**src/hc26_pkg.sv**
```systemverilog
// Shared types, constants and mod-26 helpers for the Hill cipher block.
`default_nettype none

package hc26_pkg;

  localparam int unsigned MAX_BLOCK  = 3;
  localparam int unsigned MODULUS    = 26;
  localparam int unsigned PAD_LETTER = 23;
  localparam int unsigned KEY_CELLS  = MAX_BLOCK * MAX_BLOCK;
  localparam int unsigned ADJ_BIAS   = 650;

  typedef logic [4:0] letter_t;

  typedef enum logic [2:0] {
    CFG_BLOCK_SIZE = 3'd0,
    CFG_DECRYPT    = 3'd1,
    CFG_KEY_A      = 3'd2,
    CFG_KEY_B      = 3'd3,
    CFG_KEY_C      = 3'd4
  } cfg_idx_e;

  typedef enum logic [1:0] {
    S_ADJ,
    S_DET,
    S_INV,
    S_RUN
  } back_state_e;

  typedef struct packed {
    logic        size3;
    logic        decrypt;
    logic [14:0] key_a;
    logic [14:0] key_b;
    logic [14:0] key_c;
  } cfg_t;

  typedef struct packed {
    logic                          size3;
    logic [MAX_BLOCK-1:0][4:0]     letters;
  } blk_t;

  function automatic letter_t mod26(input logic [10:0] v);
    logic [19:0] prod;
    logic [6:0]  q;
    logic [10:0] r;
    prod = 20'(v) * 20'(315);
    q    = prod[19:13];
    r    = v - (11'(q) * 11'(MODULUS));
    if (r >= 11'(MODULUS)) begin
      r = r - 11'(MODULUS);
    end
    return r[4:0];
  endfunction

  function automatic letter_t inv26(input letter_t d);
    letter_t r;
    unique case (d)
      5'd1:    r = 5'd1;
      5'd3:    r = 5'd9;
      5'd5:    r = 5'd21;
      5'd7:    r = 5'd15;
      5'd9:    r = 5'd3;
      5'd11:   r = 5'd19;
      5'd15:   r = 5'd7;
      5'd17:   r = 5'd23;
      5'd19:   r = 5'd11;
      5'd21:   r = 5'd5;
      5'd23:   r = 5'd17;
      5'd25:   r = 5'd25;
      default: r = 5'd0;
    endcase
    return r;
  endfunction

endpackage

`default_nettype wire

```
**src/hc26_front.sv**
```systemverilog
// Front end: takes letters, fills the block buffer and hands on complete blocks.
`default_nettype none

module hc26_front (
  input  wire logic           clk_i,
  input  wire logic           rst_ni,
  input  wire logic           in_valid_i,
  output logic                in_ready_o,
  input  wire logic [4:0]     in_letter_i,
  input  wire logic           message_end_i,
  input  wire logic           size3_i,
  input  wire logic           full_i,
  output logic                push_o,
  output hc26_pkg::blk_t      push_data_o
);

  logic [1:0]        fill_q, fill_d;
  hc26_pkg::letter_t buf_q [hc26_pkg::MAX_BLOCK];
  hc26_pkg::letter_t letter_mod;
  logic [1:0]        last_pos;
  logic [1:0]        pos;
  logic              done;
  logic              accept;

  always_comb begin
    letter_mod = (in_letter_i >= 5'(hc26_pkg::MODULUS)) ?
                 in_letter_i - 5'(hc26_pkg::MODULUS) : in_letter_i;
    last_pos   = size3_i ? 2'd2 : 2'd1;
    pos        = (fill_q > last_pos) ? last_pos : fill_q;
    done       = (pos == last_pos) || message_end_i;
    accept     = in_valid_i && !full_i;
    push_data_o.size3 = size3_i;
    for (int i = 0; i < hc26_pkg::MAX_BLOCK; i++) begin
      if (2'(i) < pos) begin
        push_data_o.letters[i] = buf_q[i];
      end else if (2'(i) == pos) begin
        push_data_o.letters[i] = letter_mod;
      end else begin
        push_data_o.letters[i] = 5'(hc26_pkg::PAD_LETTER);
      end
    end
    fill_d = fill_q;
    if (accept) begin
      fill_d = done ? 2'd0 : pos + 2'd1;
    end
  end

  assign in_ready_o = !full_i;
  assign push_o     = accept && done;

  always_ff @(posedge clk_i or negedge rst_ni) begin
    if (!rst_ni) begin
      fill_q <= 2'd0;
    end else begin
      fill_q <= fill_d;
    end
  end

  always_ff @(posedge clk_i) begin
    if (accept) begin
      buf_q[pos] <= letter_mod;
    end
  end

endmodule

`default_nettype wire

```
**src/hc26_fifo.sv**
```systemverilog
// Two-entry block queue between front end and back end.
`default_nettype none

module hc26_fifo (
  input  wire logic           clk_i,
  input  wire logic           rst_ni,
  input  wire logic           push_i,
  input  wire hc26_pkg::blk_t push_data_i,
  output logic                full_o,
  input  wire logic           pop_i,
  output logic                valid_o,
  output hc26_pkg::blk_t      data_o
);

  hc26_pkg::blk_t mem_q [2];
  logic           wr_ptr_q, wr_ptr_d;
  logic           rd_ptr_q, rd_ptr_d;
  logic [1:0]     count_q, count_d;

  always_comb begin
    full_o   = (count_q == 2'd2);
    valid_o  = (count_q != 2'd0);
    data_o   = mem_q[rd_ptr_q];
    wr_ptr_d = push_i ? !wr_ptr_q : wr_ptr_q;
    rd_ptr_d = pop_i ? !rd_ptr_q : rd_ptr_q;
    count_d  = count_q + 2'(push_i) - 2'(pop_i);
  end

  always_ff @(posedge clk_i or negedge rst_ni) begin
    if (!rst_ni) begin
      wr_ptr_q <= 1'b0;
      rd_ptr_q <= 1'b0;
      count_q  <= 2'd0;
    end else begin
      wr_ptr_q <= wr_ptr_d;
      rd_ptr_q <= rd_ptr_d;
      count_q  <= count_d;
    end
  end

  always_ff @(posedge clk_i) begin
    if (push_i) begin
      mem_q[wr_ptr_q] <= push_data_i;
    end
  end

`ifndef SYNTHESIS
  a_no_overflow: assert property (@(posedge clk_i) disable iff (!rst_ni)
    push_i |-> !full_o)
    else $error("block pushed into full queue");
  a_no_underflow: assert property (@(posedge clk_i) disable iff (!rst_ni)
    pop_i |-> valid_o)
    else $error("block popped from empty queue");
  a_count_range: assert property (@(posedge clk_i) disable iff (!rst_ni)
    count_q != 2'd3)
    else $error("queue count out of range");
`endif

endmodule

`default_nettype wire

```
**src/hc26_back.sv**
```systemverilog
// Back end: prepares the working key and multiplies queued blocks into result letters.
`default_nettype none

module hc26_back (
  input  wire logic           clk_i,
  input  wire logic           rst_ni,
  input  wire hc26_pkg::cfg_t cfg_i,
  input  wire logic           cfg_we_i,
  input  wire logic           blk_valid_i,
  input  wire hc26_pkg::blk_t blk_i,
  output logic                pop_o,
  output logic                out_valid_o,
  input  wire logic           out_ready_i,
  output logic [4:0]          out_letter_o,
  output logic                block_end_o,
  output logic                key_error_o
);

  hc26_pkg::back_state_e state_q, state_d;
  logic [3:0]            idx_q, idx_d;
  logic [1:0]            row_q, row_d;
  hc26_pkg::letter_t     adj_q  [hc26_pkg::KEY_CELLS];
  hc26_pkg::letter_t     keff_q [hc26_pkg::KEY_CELLS];
  hc26_pkg::letter_t     inv_q;
  logic                  err_q;
  logic                  out_valid_q;
  hc26_pkg::letter_t     out_letter_q;
  logic                  block_end_q;
  logic                  key_error_q;

  logic [2:0][14:0]      rows;
  hc26_pkg::letter_t     kmat [hc26_pkg::KEY_CELLS];
  hc26_pkg::letter_t     op_a, op_b, op_c, op_d;
  logic [10:0]           adj_sum;
  hc26_pkg::letter_t     det;
  hc26_pkg::letter_t     det_inv;
  hc26_pkg::letter_t     r0, r1, r2;
  hc26_pkg::letter_t     row_letter;
  logic                  last_row;
  logic                  out_free;
  logic                  emit;
  logic                  adj_we, det_we, keff_we;

  assign rows = {cfg_i.key_c, cfg_i.key_b, cfg_i.key_a};

  always_comb begin
    logic [4:0] raw;
    raw = 5'd0;
    for (int i = 0; i < hc26_pkg::MAX_BLOCK; i++) begin
      for (int j = 0; j < hc26_pkg::MAX_BLOCK; j++) begin
        raw = rows[i][5*j +: 5];
        if (!cfg_i.size3 && (i == 2 || j == 2)) begin
          kmat[3*i+j] = (i == j) ? 5'd1 : 5'd0;
        end else begin
          kmat[3*i+j] = (raw >= 5'(hc26_pkg::MODULUS)) ?
                        raw - 5'(hc26_pkg::MODULUS) : raw;
        end
      end
    end
  end

  always_comb begin
    unique case (idx_q)
      4'd0:    begin op_a = kmat[4]; op_b = kmat[8]; op_c = kmat[5]; op_d = kmat[7]; end
      4'd1:    begin op_a = kmat[2]; op_b = kmat[7]; op_c = kmat[1]; op_d = kmat[8]; end
      4'd2:    begin op_a = kmat[1]; op_b = kmat[5]; op_c = kmat[2]; op_d = kmat[4]; end
      4'd3:    begin op_a = kmat[5]; op_b = kmat[6]; op_c = kmat[3]; op_d = kmat[8]; end
      4'd4:    begin op_a = kmat[0]; op_b = kmat[8]; op_c = kmat[2]; op_d = kmat[6]; end
      4'd5:    begin op_a = kmat[2]; op_b = kmat[3]; op_c = kmat[0]; op_d = kmat[5]; end
      4'd6:    begin op_a = kmat[3]; op_b = kmat[7]; op_c = kmat[4]; op_d = kmat[6]; end
      4'd7:    begin op_a = kmat[1]; op_b = kmat[6]; op_c = kmat[0]; op_d = kmat[7]; end
      4'd8:    begin op_a = kmat[0]; op_b = kmat[4]; op_c = kmat[1]; op_d = kmat[3]; end
      default: begin op_a = 5'd0;    op_b = 5'd0;    op_c = 5'd0;    op_d = 5'd0;    end
    endcase
    adj_sum = 11'(hc26_pkg::ADJ_BIAS) + (11'(op_a) * 11'(op_b)) - (11'(op_c) * 11'(op_d));
    det     = hc26_pkg::mod26((11'(kmat[0]) * 11'(adj_q[0])) +
                              (11'(kmat[1]) * 11'(adj_q[3])) +
                              (11'(kmat[2]) * 11'(adj_q[6])));
    det_inv = hc26_pkg::inv26(det);
  end

  always_comb begin
    unique case (row_q)
      2'd0:    begin r0 = keff_q[0]; r1 = keff_q[1]; r2 = keff_q[2]; end
      2'd1:    begin r0 = keff_q[3]; r1 = keff_q[4]; r2 = keff_q[5]; end
      2'd2:    begin r0 = keff_q[6]; r1 = keff_q[7]; r2 = keff_q[8]; end
      default: begin r0 = 5'd0;      r1 = 5'd0;      r2 = 5'd0;      end
    endcase
    row_letter = hc26_pkg::mod26((11'(r0) * 11'(blk_i.letters[0])) +
                                 (11'(r1) * 11'(blk_i.letters[1])) +
                                 (11'(r2) * 11'(blk_i.letters[2])));
    last_row   = (row_q == (blk_i.size3 ? 2'd2 : 2'd1));
    out_free   = !out_valid_q || out_ready_i;
  end

  always_comb begin
    state_d = state_q;
    idx_d   = idx_q;
    row_d   = row_q;
    pop_o   = 1'b0;
    emit    = 1'b0;
    adj_we  = 1'b0;
    det_we  = 1'b0;
    keff_we = 1'b0;
    if (cfg_we_i) begin
      state_d = hc26_pkg::S_ADJ;
      idx_d   = 4'd0;
      row_d   = 2'd0;
    end else begin
      unique case (state_q)
        hc26_pkg::S_ADJ: begin
          adj_we = 1'b1;
          if (idx_q == 4'(hc26_pkg::KEY_CELLS - 1)) begin
            idx_d   = 4'd0;
            state_d = hc26_pkg::S_DET;
          end else begin
            idx_d = idx_q + 4'd1;
          end
        end
        hc26_pkg::S_DET: begin
          det_we  = 1'b1;
          state_d = hc26_pkg::S_INV;
        end
        hc26_pkg::S_INV: begin
          keff_we = 1'b1;
          if (idx_q == 4'(hc26_pkg::KEY_CELLS - 1)) begin
            idx_d   = 4'd0;
            state_d = hc26_pkg::S_RUN;
          end else begin
            idx_d = idx_q + 4'd1;
          end
        end
        hc26_pkg::S_RUN: begin
          if (blk_valid_i && out_free) begin
            emit = 1'b1;
            if (err_q || last_row) begin
              pop_o = 1'b1;
              row_d = 2'd0;
            end else begin
              row_d = row_q + 2'd1;
            end
          end
        end
        default: state_d = hc26_pkg::S_ADJ;
      endcase
    end
  end

  always_ff @(posedge clk_i or negedge rst_ni) begin
    if (!rst_ni) begin
      state_q     <= hc26_pkg::S_ADJ;
      idx_q       <= 4'd0;
      row_q       <= 2'd0;
      out_valid_q <= 1'b0;
    end else begin
      state_q <= state_d;
      idx_q   <= idx_d;
      row_q   <= row_d;
      if (emit) begin
        out_valid_q <= 1'b1;
      end else if (out_ready_i) begin
        out_valid_q <= 1'b0;
      end
    end
  end

  always_ff @(posedge clk_i) begin
    if (adj_we) begin
      adj_q[idx_q] <= hc26_pkg::mod26(adj_sum);
    end
    if (det_we) begin
      inv_q <= det_inv;
      err_q <= cfg_i.decrypt && (det_inv == 5'd0);
    end
    if (keff_we) begin
      keff_q[idx_q] <= cfg_i.decrypt ?
                       hc26_pkg::mod26(11'(adj_q[idx_q]) * 11'(inv_q)) : kmat[idx_q];
    end
    if (emit) begin
      out_letter_q <= err_q ? 5'd0 : row_letter;
      block_end_q  <= err_q || last_row;
      key_error_q  <= err_q;
    end
  end

  assign out_valid_o  = out_valid_q;
  assign out_letter_o = out_letter_q;
  assign block_end_o  = block_end_q;
  assign key_error_o  = key_error_q;

`ifndef SYNTHESIS
  a_err_result: assert property (@(posedge clk_i) disable iff (!rst_ni)
    (out_valid_o && key_error_o) |-> (block_end_o && out_letter_o == 5'd0))
    else $error("key error result malformed");
  a_pop_in_run: assert property (@(posedge clk_i) disable iff (!rst_ni)
    pop_o |-> (state_q == hc26_pkg::S_RUN && emit))
    else $error("block dropped without a result");
  a_cfg_restart: assert property (@(posedge clk_i) disable iff (!rst_ni)
    cfg_we_i |=> (state_q == hc26_pkg::S_ADJ && idx_q == 4'd0))
    else $error("key preparation not restarted after register write");
`endif

endmodule

`default_nettype wire

```
**src/hill_cipher_mod26_top.sv**
```systemverilog
// Top level of the mod-26 Hill cipher: register file and front/queue/back wiring.
//
// Channels: letters enter on in_valid_i/in_ready_o with in_letter_i and
// message_end_i; results leave on out_valid_o/out_ready_i as out_letter_o,
// block_end_o and key_error_o. Registers are written on cfg_valid_i with
// cfg_index_i and cfg_data_i; cfg_ready_o is always high.
// A block of 2 or 3 letters (or a shorter one closed by message_end_i and
// padded with x) yields one result per key row, block_end_o on the last;
// in decrypt mode a key with no inverse yields one result with key_error_o.
// The first result of a block goes through the queue and the output register
// after its final letter is accepted. Throughput: one letter per cycle while
// the queue is not full; the back end issues one result per cycle while the
// receiver is ready, from its single row multiply-reduce unit.
// After reset and after every register write the back end builds the working
// key (9 adjugate cells, determinant, 9 scaled cells); letters are still taken
// meanwhile and complete blocks wait in a two-block queue. When the receiver
// stalls the result is held in the output register, the queue fills and
// in_ready_o drops once it holds two blocks.
// Reset clears the block fill count, the queue and the output register, and
// sets block size 2, encrypt mode and an all-zero key.
`default_nettype none

module hill_cipher_mod26_top (
  input  wire logic        clk_i,
  input  wire logic        rst_ni,
  input  wire logic        in_valid_i,
  output logic             in_ready_o,
  input  wire logic [4:0]  in_letter_i,
  input  wire logic        message_end_i,
  output logic             out_valid_o,
  input  wire logic        out_ready_i,
  output logic [4:0]       out_letter_o,
  output logic             block_end_o,
  output logic             key_error_o,
  input  wire logic        cfg_valid_i,
  output logic             cfg_ready_o,
  input  wire logic [2:0]  cfg_index_i,
  input  wire logic [14:0] cfg_data_i
);

  hc26_pkg::cfg_t cfg_q, cfg_d;
  logic           cfg_we;
  logic           push;
  hc26_pkg::blk_t push_data;
  logic           full;
  logic           pop;
  logic           blk_valid;
  hc26_pkg::blk_t blk;

  assign cfg_ready_o = 1'b1;
  assign cfg_we      = cfg_valid_i && cfg_ready_o;

  always_comb begin
    cfg_d = cfg_q;
    if (cfg_we) begin
      unique case (cfg_index_i)
        hc26_pkg::CFG_BLOCK_SIZE: cfg_d.size3   = (cfg_data_i[1:0] == 2'b11);
        hc26_pkg::CFG_DECRYPT:    cfg_d.decrypt = cfg_data_i[0];
        hc26_pkg::CFG_KEY_A:      cfg_d.key_a   = cfg_data_i;
        hc26_pkg::CFG_KEY_B:      cfg_d.key_b   = cfg_data_i;
        hc26_pkg::CFG_KEY_C:      cfg_d.key_c   = cfg_data_i;
        default:                  cfg_d         = cfg_q;
      endcase
    end
  end

  always_ff @(posedge clk_i or negedge rst_ni) begin
    if (!rst_ni) begin
      cfg_q <= '0;
    end else begin
      cfg_q <= cfg_d;
    end
  end

  hc26_front u_front (
    .clk_i         (clk_i),
    .rst_ni        (rst_ni),
    .in_valid_i    (in_valid_i),
    .in_ready_o    (in_ready_o),
    .in_letter_i   (in_letter_i),
    .message_end_i (message_end_i),
    .size3_i       (cfg_q.size3),
    .full_i        (full),
    .push_o        (push),
    .push_data_o   (push_data)
  );

  hc26_fifo u_fifo (
    .clk_i       (clk_i),
    .rst_ni      (rst_ni),
    .push_i      (push),
    .push_data_i (push_data),
    .full_o      (full),
    .pop_i       (pop),
    .valid_o     (blk_valid),
    .data_o      (blk)
  );

  hc26_back u_back (
    .clk_i        (clk_i),
    .rst_ni       (rst_ni),
    .cfg_i        (cfg_q),
    .cfg_we_i     (cfg_we),
    .blk_valid_i  (blk_valid),
    .blk_i        (blk),
    .pop_o        (pop),
    .out_valid_o  (out_valid_o),
    .out_ready_i  (out_ready_i),
    .out_letter_o (out_letter_o),
    .block_end_o  (block_end_o),
    .key_error_o  (key_error_o)
  );

endmodule

`default_nettype wire

```
**config.mk**
```make
export PLATFORM = sky130hd
export DESIGN_NAME = hill_cipher_mod26_top
export DESIGN_NICKNAME = d
export VERILOG_FILES = /design/src/hc26_pkg.sv /design/src/hc26_front.sv /design/src/hc26_fifo.sv /design/src/hc26_back.sv /design/src/hill_cipher_mod26_top.sv
export SDC_FILE = /design/constraint.sdc
export NUM_CORES = 1
export LEC_CHECK = 0
export ABC_AREA = 1
export BUFFER_PORTS_ARGS = -buffer_cell sky130_fd_sc_hd__buf_2
export CAP_MARGIN = 5
export CELL_PAD_IN_SITES_DETAIL_PLACEMENT = 0
export CELL_PAD_IN_SITES_GLOBAL_PLACEMENT = 1
export CORE_UTILIZATION = 45
export DETAILED_ROUTE_END_ITERATION = 10
export PLACE_DENSITY = 0.86
export SETUP_SLACK_MARGIN = 0.2
export SLEW_MARGIN = 20
export SYNTH_ARGS = -nofsm -noshare
export SYNTH_HDL_FRONTEND = slang
export SYNTH_SLANG_ARGS = --single-unit
export TNS_END_PERCENT = 20
```
**constraint.sdc**
```tcl
create_clock -name clk_i -period 24.1 [get_ports clk_i]
set_input_delay 4.82 -clock clk_i [delete_from_list [all_inputs] [get_ports clk_i]]
set_output_delay 4.82 -clock clk_i [all_outputs]
set_load 0.01 [all_outputs]
```
# Yosys cells after proc, flatten, opt, wreduce, memory -nomap -nowiden
# Memory sizes are Yosys's and may differ from the RTL's.
# Cells that the tools add are included.
# totals
ff_bits,75
mem_bits_rw,137
mem_bits_ro,160
input_bits,29
output_inout_bits,10
elab_cells,233
mem_count,5
# memory_table
name,words,word_bits,read_ports,rd_clocked_by_memory_dff,write_ports,line,rtl
(no name shown),32,5,1,0,0,hc26_pkg.sv:57,unique case (d)
u_back.adj_q,9,5,4,0,1,hc26_back.sv:22,hc26_pkg::letter_t adj_q [hc26_pkg::KEY_CELLS];
u_back.keff_q,9,5,9,0,1,hc26_back.sv:23,hc26_pkg::letter_t keff_q [hc26_pkg::KEY_CELLS];
u_fifo.mem_q,2,16,1,0,1,hc26_fifo.sv:15,hc26_pkg::blk_t mem_q [2];
u_front.buf_q,3,5,3,0,1,hc26_front.sv:18,hc26_pkg::letter_t buf_q [hc26_pkg::MAX_BLOCK];
# op_classes
n_addsub,29
multipliers,17
order_cmp,19
eq_ne,25
mux,76
bitwise_logic,1
reduce_logical,43
# ops
cell,n
$mux 5,30
$pmux 5 s6,4
$mul 5x5->10,9
$sub 5x5->5 const B,14
$mul 11x9->20 const B,3
$ge 5x5->1 const B,11
$pmux 5 s3,3
$ge 11x5->1 const B,4
$sub 11x11->11,3
$mul 7x4->10 const B,3
$reduce_or 2->1,13
$mux 1,23
$add 10x10->11,2
$add 11x10->11,2
$mux 2,11
$bmux 5 s4,1
$mul 10x9->19 const B,1
$eq 4x3->1 const B,4
$mux 4,3
$reduce_and 2->1,6
$add 10x10->11 const A,1
$sub 10x11->11,1
$sub 11x10->11,1
$eq 2x2->1 const B,5
31 further kinds,52

# Depth between registers and ports, before layout
# Gate-level depths: netlist of the first run.
# depth
ltp_word,13
mapped_depth,73
mapped_depth_nobuf,73

# Cells and area by module
# A second synthesis of the first run with hierarchy kept.
# unflattened
hier_cells,3583
hier_area_um2,29434.5
# modules_own_cells
module,instances,cells_per_inst,area_per_inst_um2,seq_area_each_um2
hc26_back,1,3169,25281.7,3318.2
hill_cipher_mod26_top,1,219,1946.9,1176.1
hc26_fifo,1,109,1483.9,1061.0
hc26_front,1,86,721.9,350.3

# Worst setup path before layout of the first run
# OpenSTA, ideal clock, no wires.
# synth_timing
kind,register -> register
start,register u_back.idx_q[1]
end,memory u_back.adj_q[0][3] (netlist name) (data pin)
setup_ns,0.276
arrival_ns,12.258
required_time_ns,23.824
setup_slack_ns,11.566
stages_incl_launch_ff,63
n_path_buf,3
synth_period_minus_slack_ns,12.534
cell_sequence,dfrtp_1 > buf_4 > inv_2 > buf_1 > ha_1 > inv_1 > nor2_1 > inv_1 > buf_2 > o22ai_1 > nor3_1 > o21ai_0 > nand2_1 > fa_1 > fa_1 > inv_1 > fa_1 > fa_1 > [... 27 more ...] > ha_1 > inv_1 > fa_1 > inv_1 > ha_1 > a21oi_1 > o21ai_0 > xor2_1 > ha_1 > nand2_1 > inv_1 > nand4_1 > o211ai_1 > nand2_1 > nand4_1 > nor3_1 > nand3_2 > o21ai_0
# synth_between
elab_chain_cells,12
word_cells_on_any_way,36
cone_classes,add/sub (4); mul (4); order compare (1); eq/ne (8); mux (6); reduce/logical (13)
# synth_rtl
element,line,rtl
start: declaration,hc26_back.sv:20,"logic [3:0] idx_q, idx_d;"
start signal: assignment,hc26_back.sv:157,idx_q <= idx_d;
"$eq 4x3->1, or another cell as far along",hc26_back.sv:63,unique case (idx_q)
$reduce_or 2->1 (no line),--,
$pmux 5 s6,hc26_back.sv:63,
$mul 5x5->10,hc26_back.sv:75,adj_sum = 11'(hc26_pkg::ADJ_BIAS) + (11'(op_a) * 11'(op_b)) - (11'(op_c) * 11'(op_d));
$add 10x10->11,hc26_back.sv:75,
$sub 11x10->11 (*),hc26_back.sv:75,
$mul 11x9->20,hc26_pkg.sv:46,prod = 20'(v) * 20'(315);
$mul 7x4->10,hc26_pkg.sv:48,r = v - (11'(q) * 11'(MODULUS));
$sub 11x11->11 (*),hc26_pkg.sv:48,
$ge 11x5->1 / $sub 5x5->5 (equally long branches),"hc26_pkg.sv:49, hc26_pkg.sv:50",
$mux 5 (*),hc26_pkg.sv:49,if (r >= 11'(MODULUS)) begin
$mux 5 (*),hc26_back.sv:168,if (adj_we) begin
end: declaration,hc26_back.sv:22,
# Every way passes the cells marked *; elsewhere a longest branch is shown, timed or not. The select of a mux whose other input is x is not followed.

# Final worst setup path of the first run
# layout_timing
start,register u_back.idx_q[0]
end,memory u_back.adj_q[7][2] (netlist name) (data pin)
# The elaborated chain is that of the path after synthesis.

==> results of run 1 <==
state kept, by name, indices dropped and copies added (netlist names):
| name | flops |
|---|---|
| u_back.adj_q | 45 |
| u_fifo.count_q | 2 |
| u_back.keff_q | 45 |
| u_back.idx_q | 4 |
| u_back.state_q | 2 |
| u_back.out_letter_o | 5 |
| u_front.fill_q | 2 |
| u_back.key_error_o | 1 |
| u_fifo.rd_ptr_q | 1 |
| cfg_q | 47 |
| u_back.inv_q | 5 |
| u_back.out_valid_o | 1 |
| u_fifo.mem_q | 32 |
| u_fifo.wr_ptr_q | 1 |
| u_back.row_q | 2 |
| u_back.block_end_o | 1 |
| u_back.err_q | 1 |
| u_front.buf_q | 10 |
logic make-up after synthesis:
group                    share of synthesized area
flip-flops                                  0.2050
buffers and inverters                       0.1228
other                                    0.0001302
adder cells (fa/ha/maj)                     0.3989
AO/OA/AOI/OAI                              0.08436
multiplexers                              0.001043
AND/OR/NAND/NOR                             0.1549
XOR/XNOR                                   0.03280
worst max-delay path, delay by kind of cell (launching register included):
family,cells,cell delay [ns]
XOR/XNOR,3,0.72
buffers and inverters,10,1.35
flip-flops,1,0.91
adder cells (fa/ha/maj),16,6.85
AND/OR/NAND/NOR,14,2.03
AO/OA/AOI/OAI,12,2.61
Yosys cell counts, drive strengths merged (6+ instances only):
master	instances
a21o	10
a21oi	141
a22oi	12
a31oi	9
and2	8
buf	11
clkbuf	28
dfrtp	62
edfxtp	145
fa	302
ha	435
inv	895
nand2	606
nand3	119
nand4	28
nor2	258
nor3	18
nor4	7
o211ai	10
o21a	6
o21ai	148
o21bai	8
o221ai	10
o22ai	29
o31ai	6
or2	11
xnor2	30
xor2	77
routing by layer:
metal	part of all wire	GRT usage
met1	0.45	0.2792
met2	0.49	0.3572
met3	0.042	0.01505
met4	0.021	0.04311
met5	0	0
how the worst min path moves through the flow:
| stage | start | end | slack, ns | depth (start not counted) |
|---|---|---|---|---|
| finish | cfg_q[19]$_DFFE_PN0P_ | cfg_q[19]$_DFFE_PN0P_ | 0.51 | 2 |
| global route | cfg_q[17]$_DFFE_PN0P_ | cfg_q[17]$_DFFE_PN0P_ | 0.55 | 2 |
| CTS | cfg_q[19]$_DFFE_PN0P_ | cfg_q[19]$_DFFE_PN0P_ | 0.52 | 2 |
| detailed placement | cfg_q[37]$_DFFE_PN0P_ | cfg_q[37]$_DFFE_PN0P_ | 0.51 | 2 |
| global placement | cfg_q[17]$_DFFE_PN0P_ | cfg_q[17]$_DFFE_PN0P_ | 0.49 | 2 |
| floorplan | cfg_q[34]$_DFFE_PN0P_ | cfg_q[34]$_DFFE_PN0P_ | 0.47 | 2 |
metrics by stage:
stage / cell area (um^2) / std cells / worst slack (ns) / hold WS (ns) / utilization
finish: 30760 / 4360 / 9.280 / 0.5110 / 0.4867
global route: 30760 / 4360 / 8.024 / 0.5488 / 0.4867
CTS: 30760 / 4360 / 9.346 / 0.5196 / 0.4867
detailed placement: 29920 / 4318 / 9.433 / 0.5058 / 0.4735
global placement: 29920 / 4318 / 9.706 / 0.4906 / 0.4735
floorplan: 28800 / 3468 / 11.57 / 0.4668 / -
cell type report:
| class | instances | area (um^2) | area share |
|---|---|---|---|
| timing repair buffer | 43 | 230.2 | 0.007485 |
| inverter | 897 | 3367 | 0.1095 |
| clock buffer | 30 | 611.8 | 0.01989 |
| multi-input combinational | 2325 | 19360 | 0.6294 |
| sequential | 207 | 5906 | 0.1920 |
| clock inverter | 12 | 225.2 | 0.007322 |
| tap | 846 | 1059 | 0.03442 |
==> summary.log, run 1 <==
qor: floorplan.core_area 0.06320 mm^2
qor: worst_setup_path.worstSetupStartpoint u_back.idx_q[0]$_DFFE_PN0P_
qor: yosys.netlist_top_cells_area fa_1 21%, ha_1 19%, edfxtp_1 15%
qor: yosys.synthesis.instances 3468
qor: yosys.postSynthRegisterBits 207
qor: sta.achievable-frequency 0.06748 GHz
qor: final_layout.layout.cells.most_common_list 880 x inv_1, 592 x nand2_1, 435 x ha_1, 302 x fa_1, 252 x nor2_1
qor: worst_setup_path.timing.rr.start u_back.idx_q[0]$_DFFE_PN0P_
qor: sta.drv_slew 0
qor: global_route.overflow 0
qor: worst_setup_path.critPathKind reg -> reg
qor: global_route.maximum_number_of_pins_on_one_net_before_global_route_repair 63
qor: sta.setup_repair_after_global_routing_missed_its_margin no
qor: cts.tritoncts built
qor: global_route.grt_pass1_vias 21730
qor: worst_setup_path.worst_r2r_path_depth 55
qor: cts.cts-root-buf clkbuf_16
qor: yosys.synth_enable_flop_cells 145
qor: yosys.ys_warn_count 0
qor: detailed_routing.detail_route.first_pass.iterations 6
qor: outcome.status finished clean
qor: yosys.postSynthAreaPerCell 8.305 um^2
qor: sta.fin_crit_sh 0.6149
qor: worst_setup_path.crit_path_start_kind flop
qor: worst_setup_path.required_time_at_the_endpoint_of_the_critical_path 24.28 ns
qor: worst_setup_path.timing.critical_path.slowest_cell_delay 0.91 ns
qor: job.maxCapViolCount 0
qor: cts.cts_hold_buf 0
qor: sta.maxSlewHeadroom 0.2427
qor: detailed_routing.route.detailed.vias_per_inst 5.003
qor: final_layout.most_frequent_standard_cell_in_the_layout_excluding_fill_and_tap_cells inv_1
qor: min_path.worst_hold_path_type reg -> reg
qor: floorplan.fp.dieH 255.0 um
qor: floorplan.start_util 0.4557
qor: worst_setup_path.crit_top_cell fa_1
qor: final_layout.design.final.nets 4263
qor: placed_design.port_bufs 37
qor: placed_design.gp_congestion 0.9548
qor: yosys.netlist-cell-type-count 63
qor: detailed_routing.postRouteWirelength 64420 um
qor: detailed_routing.routedWlPerCell 14.78 um
qor: final_layout.antenna-diode-count 0
qor: worst_setup_path.critical_path.endpoint u_back.adj_q[7][2]$_DFFE_PP_
qor: sta.hold_viol_final 0
qor: yosys.synth.largest_area_cell fa_1
qor: yosys.synthesis.area 0.02880 mm^2
qor: sta.timing.setup.tns 0 ns
qor: cts.cts.repair.resized 0
qor: detailed_routing.post-route-drc-count 0
qor: sta.report.final.setup_viol 0
qor: sta.skew 0.01688 ns
qor: yosys.synth_flop_cell edfxtp_1
qor: worst_setup_path.critical_path_arrival 15.00 ns
qor: floorplan.die-area 0.06502 mm^2
qor: floorplan.fp.dieW 255.0 um
qor: yosys.synth.net_count 4234
qor: detailed_routing.drt_iter0_markers 1174
qor: sta.period_minus_ws_final 14.82 ns
qor: final_layout.drive_gt1_frac 0.04098
qor: worst_setup_path.slowest_stage dfrtp_1
qor: cts.cts.reportedPaths.clkPinSlew 0.06 ns
qor: worst_setup_path.slack_of_the_worst_reg_to_reg_path 9.28 ns
qor: detailed_routing.dr_total_vias 21810
qor: yosys.seq_area_frac_synth 0.2050
qor: final_layout.relative_area_change_from_synthesis_to_final_layout 6.790%
qor: final_layout.filler_cell_count 6156
qor: cts.clock_sinks 207
qor: yosys.synth_async_sr_flop_share 0.2995
qor: global_route.grt_pass1_wl 108300 um
qor: global_route.globalRouteTotalUtil 0.2052
qor: cts.tritoncts.num_buffers 23
qor: worst_setup_path.timing.rr.end u_back.adj_q[7][2]$_DFFE_PP_
qor: global_route.antenna_found_initial 0
qor: worst_setup_path.cp_max_fo 30
qor: worst_setup_path.critPathCaptureType flop
qor: cts.ctsLongestPathBuffers 3
qor: cts.post-cts-setup-buffers 0
qor: floorplan.floorplan.rows 92
qor: floorplan.boundaryPins 39
qor: detailed_routing.ant_nets 0
qor: placed_design.hpwl 54290 um
qor: sta.worst_slew_pin_slew 1.128 ns
qor: cts.clk-insertion-delay-late 0.53 ns
qor: yosys.synthDominantCellAreaShare 0.2099
qor: cts.h-tree-depth 1
Power of run 1 is not shown: default switching activity piles up to over one toggle a cycle in this logic, so the estimate is an artifact.
==> run 2, diff against run 1 <==
ABC_AREA = 0   (was 1)
PLACE_DENSITY = 0.87   (was 0.86)
clock period = 12.8 ns   (was 24.1 ns; I/O delays follow)
==> run 2 against run 1 <==
Clock skew shrank 0.0069 ns. Area after synthesis fell by 1.5%. Register-to-register slack worse by 9.6 ns. Fmax grew 13%. Highest routed layer is now met5. The run now ends with setup timing left. Design area grew 16%. Worst setup slack worse by 9.6 ns. Sequential share of layout area down 2.6 points. Routed wire length grew 6.9%. Critical endpoint is now u_back.inv_q[3]$_DFFE_PP_. Synthesized cell count shrank 15%. Count of clock-buffer cells in the layout fell by 2.
==> summary.log, run 2 <==
qor: placed_design.gp_congestion 0.9852 [+3.2%]
qor: cts.cts_hold_buf 0 [unchanged]
qor: floorplan.start_util 0.4579 [+0.002193]
qor: yosys.ys_warn_count 0 [unchanged]
qor: floorplan.core_area 0.06194 mm^2 [-2.0%]
qor: worst_setup_path.required_time_at_the_endpoint_of_the_critical_path 13.06 ns [-11.22 ns]
qor: final_layout.multi_input_comb_area 0.02150 mm^2 [+11%]
qor: final_layout.most_frequent_standard_cell_in_the_layout_excluding_fill_and_tap_cells inv_1
qor: job.maxCapViolCount 0 [unchanged]
qor: global_route.maximum_number_of_pins_on_one_net_before_global_route_repair 63 [unchanged]
qor: sta.final_critical_path_setup_slack -0.3348 ns [-9.615 ns]
qor: placed_design.hpwl 55880 um [+2.9%]
qor: yosys.netlist-cell-type-count 82 [+30%]
qor: floorplan.floorplan.rows 91 [-1.1%]
qor: yosys.synth-compound-area-share 0.1089 [+0.02455]
qor: outcome.violations setup timing
qor: yosys.synthTopCellsByCount 650 x inv_1, 435 x ha_1, 302 x fa_1
qor: yosys.synthesis.instances 2954 [-15%]
qor: sta.timing.setup.tns -1.598 ns [-1.598 ns]
qor: global_route.antenna_found_initial 2 [+2]
qor: cts.ctsLongestPathBuffers 3 [unchanged]
qor: detailed_routing.drt_iter0_markers 1134 [-3.4%]
qor: yosys.synth_flop_cell edfxtp_1
qor: yosys.seq_area_frac_synth 0.2082 [+0.003157]
qor: final_layout.layout.cells.most_common_list 602 x inv_1, 460 x buf_4, 391 x ha_1, 289 x fa_1, 170 x nor2_1
qor: final_layout.largest_register_ffs 47 [unchanged]
qor: detailed_routing.routedWlPerCell 16.00 um [+8.3%]
qor: cts.clk-insertion-delay-late 0.51 ns [-0.02 ns]
qor: cts.cts-root-buf clkbuf_16
qor: floorplan.fp.dieH 253.1 um [-0.75%]
qor: final_layout.largest_register cfg_q
qor: global_route.overflow 0 [unchanged]
qor: detailed_routing.post-route-drc-count 0 [unchanged]
qor: placed_design.port_bufs 37 [unchanged]
qor: yosys.synth_simple_gate_area_share 0.1053 [-0.04958]
qor: yosys.post-synth-top-count-cell inv_1
qor: sta.drv_slew 0 [unchanged]
qor: final_layout.filler_cell_count 5294 [-14%]
qor: cts.cts.reportedPaths.clkPinSlew 0.06 ns [about the same]
qor: sta.maxSlewHeadroom 0.2461 [+0.003489]
qor: worst_setup_path.cp_max_fo 6 [-80%]
qor: final_layout.layoutNonFillerInstCount 4305 [-1.3%]
qor: yosys.yosys.area_share.xor_xnor 0.04054 [+0.007739]
qor: yosys.postSynthRegisterBits 207 [unchanged]
qor: final_layout.top_flop_regs cfg_q: 47 flops, u_back.adj_q: 45 flops, u_back.keff_q: 45 flops
qor: floorplan.boundaryPins 39 [unchanged]
qor: yosys.synth.net_count 3720 [-12%]
qor: final_layout.relative_area_change_from_synthesis_to_final_layout 25.60%
qor: yosys.postSynthAreaPerCell 9.602 um^2 [+16%]
qor: final_layout.design.final.nets 4218 [-1.1%]
qor: yosys.post_synth_mux_area_share 0.03838 [+0.03733]
qor: worst_setup_path.slowest_stage fa_1
qor: sta.hold_viol_final 0 [unchanged]
qor: yosys.synth_adder_area_share 0.4050 [+0.006141]
qor: yosys.synthesis.area 0.02836 mm^2 [-1.5%]
qor: sta.fin_crit_sh 1.026 [+0.4112]
qor: min_path.worst_hold_path_type reg -> reg
qor: detailed_routing.route.detailed.vias_per_inst 5.172 [+3.4%]
qor: worst_setup_path.timing.critical_path.slowest_cell_delay 0.52 ns [-0.39 ns]
qor: worst_setup_path.critPathKind reg -> reg
qor: cts.h-tree-depth 1 [unchanged]
qor: final_layout.final-seq-area 0.005908 mm^2 [about the same]
qor: sta.period_minus_ws_final 13.13 ns [-1.685 ns]
qor: worst_setup_path.crit_path_start_kind flop
qor: sta.setup_repair_after_global_routing_missed_its_margin yes
qor: yosys.synth_async_sr_flop_share 0.2995 [unchanged]
qor: detailed_routing.postRouteWirelength 68890 um [+6.9%]
qor: global_route.globalRouteTotalUtil 0.2134 [+0.008181]
qor: worst_setup_path.critPathCaptureType flop
qor: global_route.grt_pass1_vias 22590 [+3.9%]
qor: detailed_routing.detail_route.first_pass.iterations 6 [unchanged]
qor: yosys.synthDominantCellAreaShare 0.2131 [+0.003232]
qor: cts.tritoncts built
qor: worst_setup_path.critical_path_arrival 13.39 ns [-1.61 ns]
qor: yosys.synth.largest_area_cell fa_1
qor: final_layout.drive_gt1_frac 0.2751 [+0.2341]
qor: outcome.status finished with violations
qor: final_layout.antenna-diode-count 0 [unchanged]
qor: yosys.main_combinational_cell_family_by_area_after_synthesis adder cells
qor: cts.tritoncts.num_buffers 22 [-4.3%]
qor: cts.clock_sinks 207 [unchanged]
qor: yosys.netlist_top_cells_area fa_1 21%, ha_1 19%, edfxtp_1 15%
qor: floorplan.die-area 0.06404 mm^2 [-1.5%]
qor: detailed_routing.dr_total_vias 22260 [+2.1%]
qor: sta.worst_slew_pin_slew 1.131 ns [+0.002337 ns]
qor: sta.achievable-frequency 0.07613 GHz [+13%]
qor: yosys.synth_enable_flop_cells 145 [unchanged]
qor: floorplan.fp.dieW 253.1 um [-0.75%]
qor: sta.skew 0.009938 ns [-0.006940 ns]
qor: detailed_routing.ant_nets 0 [unchanged]
qor: worst_setup_path.crit_top_cell fa_1
qor: placed_design.placed_cells 4204 [-2.6%]
qor: global_route.grt_pass1_wl 111300 um [+2.8%]
qor: sta.report.final.setup_viol 6 [+6]
[run 2: cell count changes in the layout (fill, tap and decap cells not counted), moves of 44 or more]
cell	previous run	this run
and2_1	8	53
a21oi_1	140	80
ha_1	435	391
o21ai_0	138	79
inv_1	880	602
buf_4	6	460
nand2_1	592	160
nand3_1	112	22
nor2_1	252	170
[run 2: final cells by class]
class                           instances  share of cell area
Clock buffer                           28             0.01668
Clock inverter                         12            0.003969
Inverter                              651             0.06866
Multi-Input combinational cell       2044              0.6036
Sequential cell                       207              0.1658
Tap cell                              837             0.02940
Timing Repair Buffer                  526              0.1119
[run 2: what timing repair did]
item / CTS / global route
setup buffers: 21 / 39
pin swaps: 84 / 210
gates cloned: 0 / 1
resized for setup: 82 / 285
setup endpoints to repair: 82 / 82
[run 2: cells by family (layout without fill, tap and decap cells)]
group | Yosys count | in the layout
adders and majority gates | 737 | 737
buffers and inverters | 703 | 1217
and+or+nand+nor | 622 | 622
AOI/OAI and AO/OA | 473 | 473
DFF | 207 | 207
xor gates and xnor gates | 127 | 127
muxes | 84 | 84
other | 1 | 1
[run 2: worst max-delay path, delay by kind of cell, from the launching register on]
kind            cells  cell delay (ns)
mux                 1             0.34
xor+xnor            5             0.72
buf+inv            12             0.70
flops               1             0.35
fa+ha+maj          17             6.78
compound gates     12             2.51
simple gates        8             1.51
[run 2: per-layer routing]
metal	up-vias	wire, um	track usage
li1	10710	-	-
met1	10890	29260	0.2798
met2	518	34600	0.3738
met3	138	3058	0.02005
met4	4	1947	0.06009
met5	-	24	0
[run 2: metrics by stage]
stage | setup slack, ns | hold slack (ns) | cell area [um^2] | util
4_1_cts | -0.2974 | 0.4891 | 34070 | 0.5501
3_3_place_gp | -0.5097 | 0.4796 | 32830 | 0.5301
6_report | -0.3348 | 0.4902 | 35630 | 0.5752
5_1_grt | -0.8687 | 0.5364 | 35630 | 0.5752
2_1_floorplan | 0.1429 | 0.4603 | 28570 | -
3_5_place_dp | -0.5899 | 0.4783 | 32830 | 0.5301
[run 2: path summary, 6_finish.rpt]
kind                                               end  slack [ns]  cells past startpoint                         from
max in group asynchronous  u_back.idx_q[1]$_DFFE_PN0P_        9.92                      2                       rst_ni
min reg2reg                u_fifo.wr_ptr_q$_DFFE_PN0P_        0.49                      1  u_fifo.wr_ptr_q$_DFFE_PN0P_
min in group asynchronous        cfg_q[11]$_DFFE_PN0P_        2.23                      2                       rst_ni
min                        u_fifo.wr_ptr_q$_DFFE_PN0P_        0.49                      1  u_fifo.wr_ptr_q$_DFFE_PN0P_
max                          u_back.inv_q[3]$_DFFE_PP_       -0.33                     55        cfg_q[41]$_DFFE_PN0P_
max reg2reg                  u_back.inv_q[3]$_DFFE_PP_       -0.33                     55        cfg_q[41]$_DFFE_PN0P_
Power of run 2 is left out for the same reason.
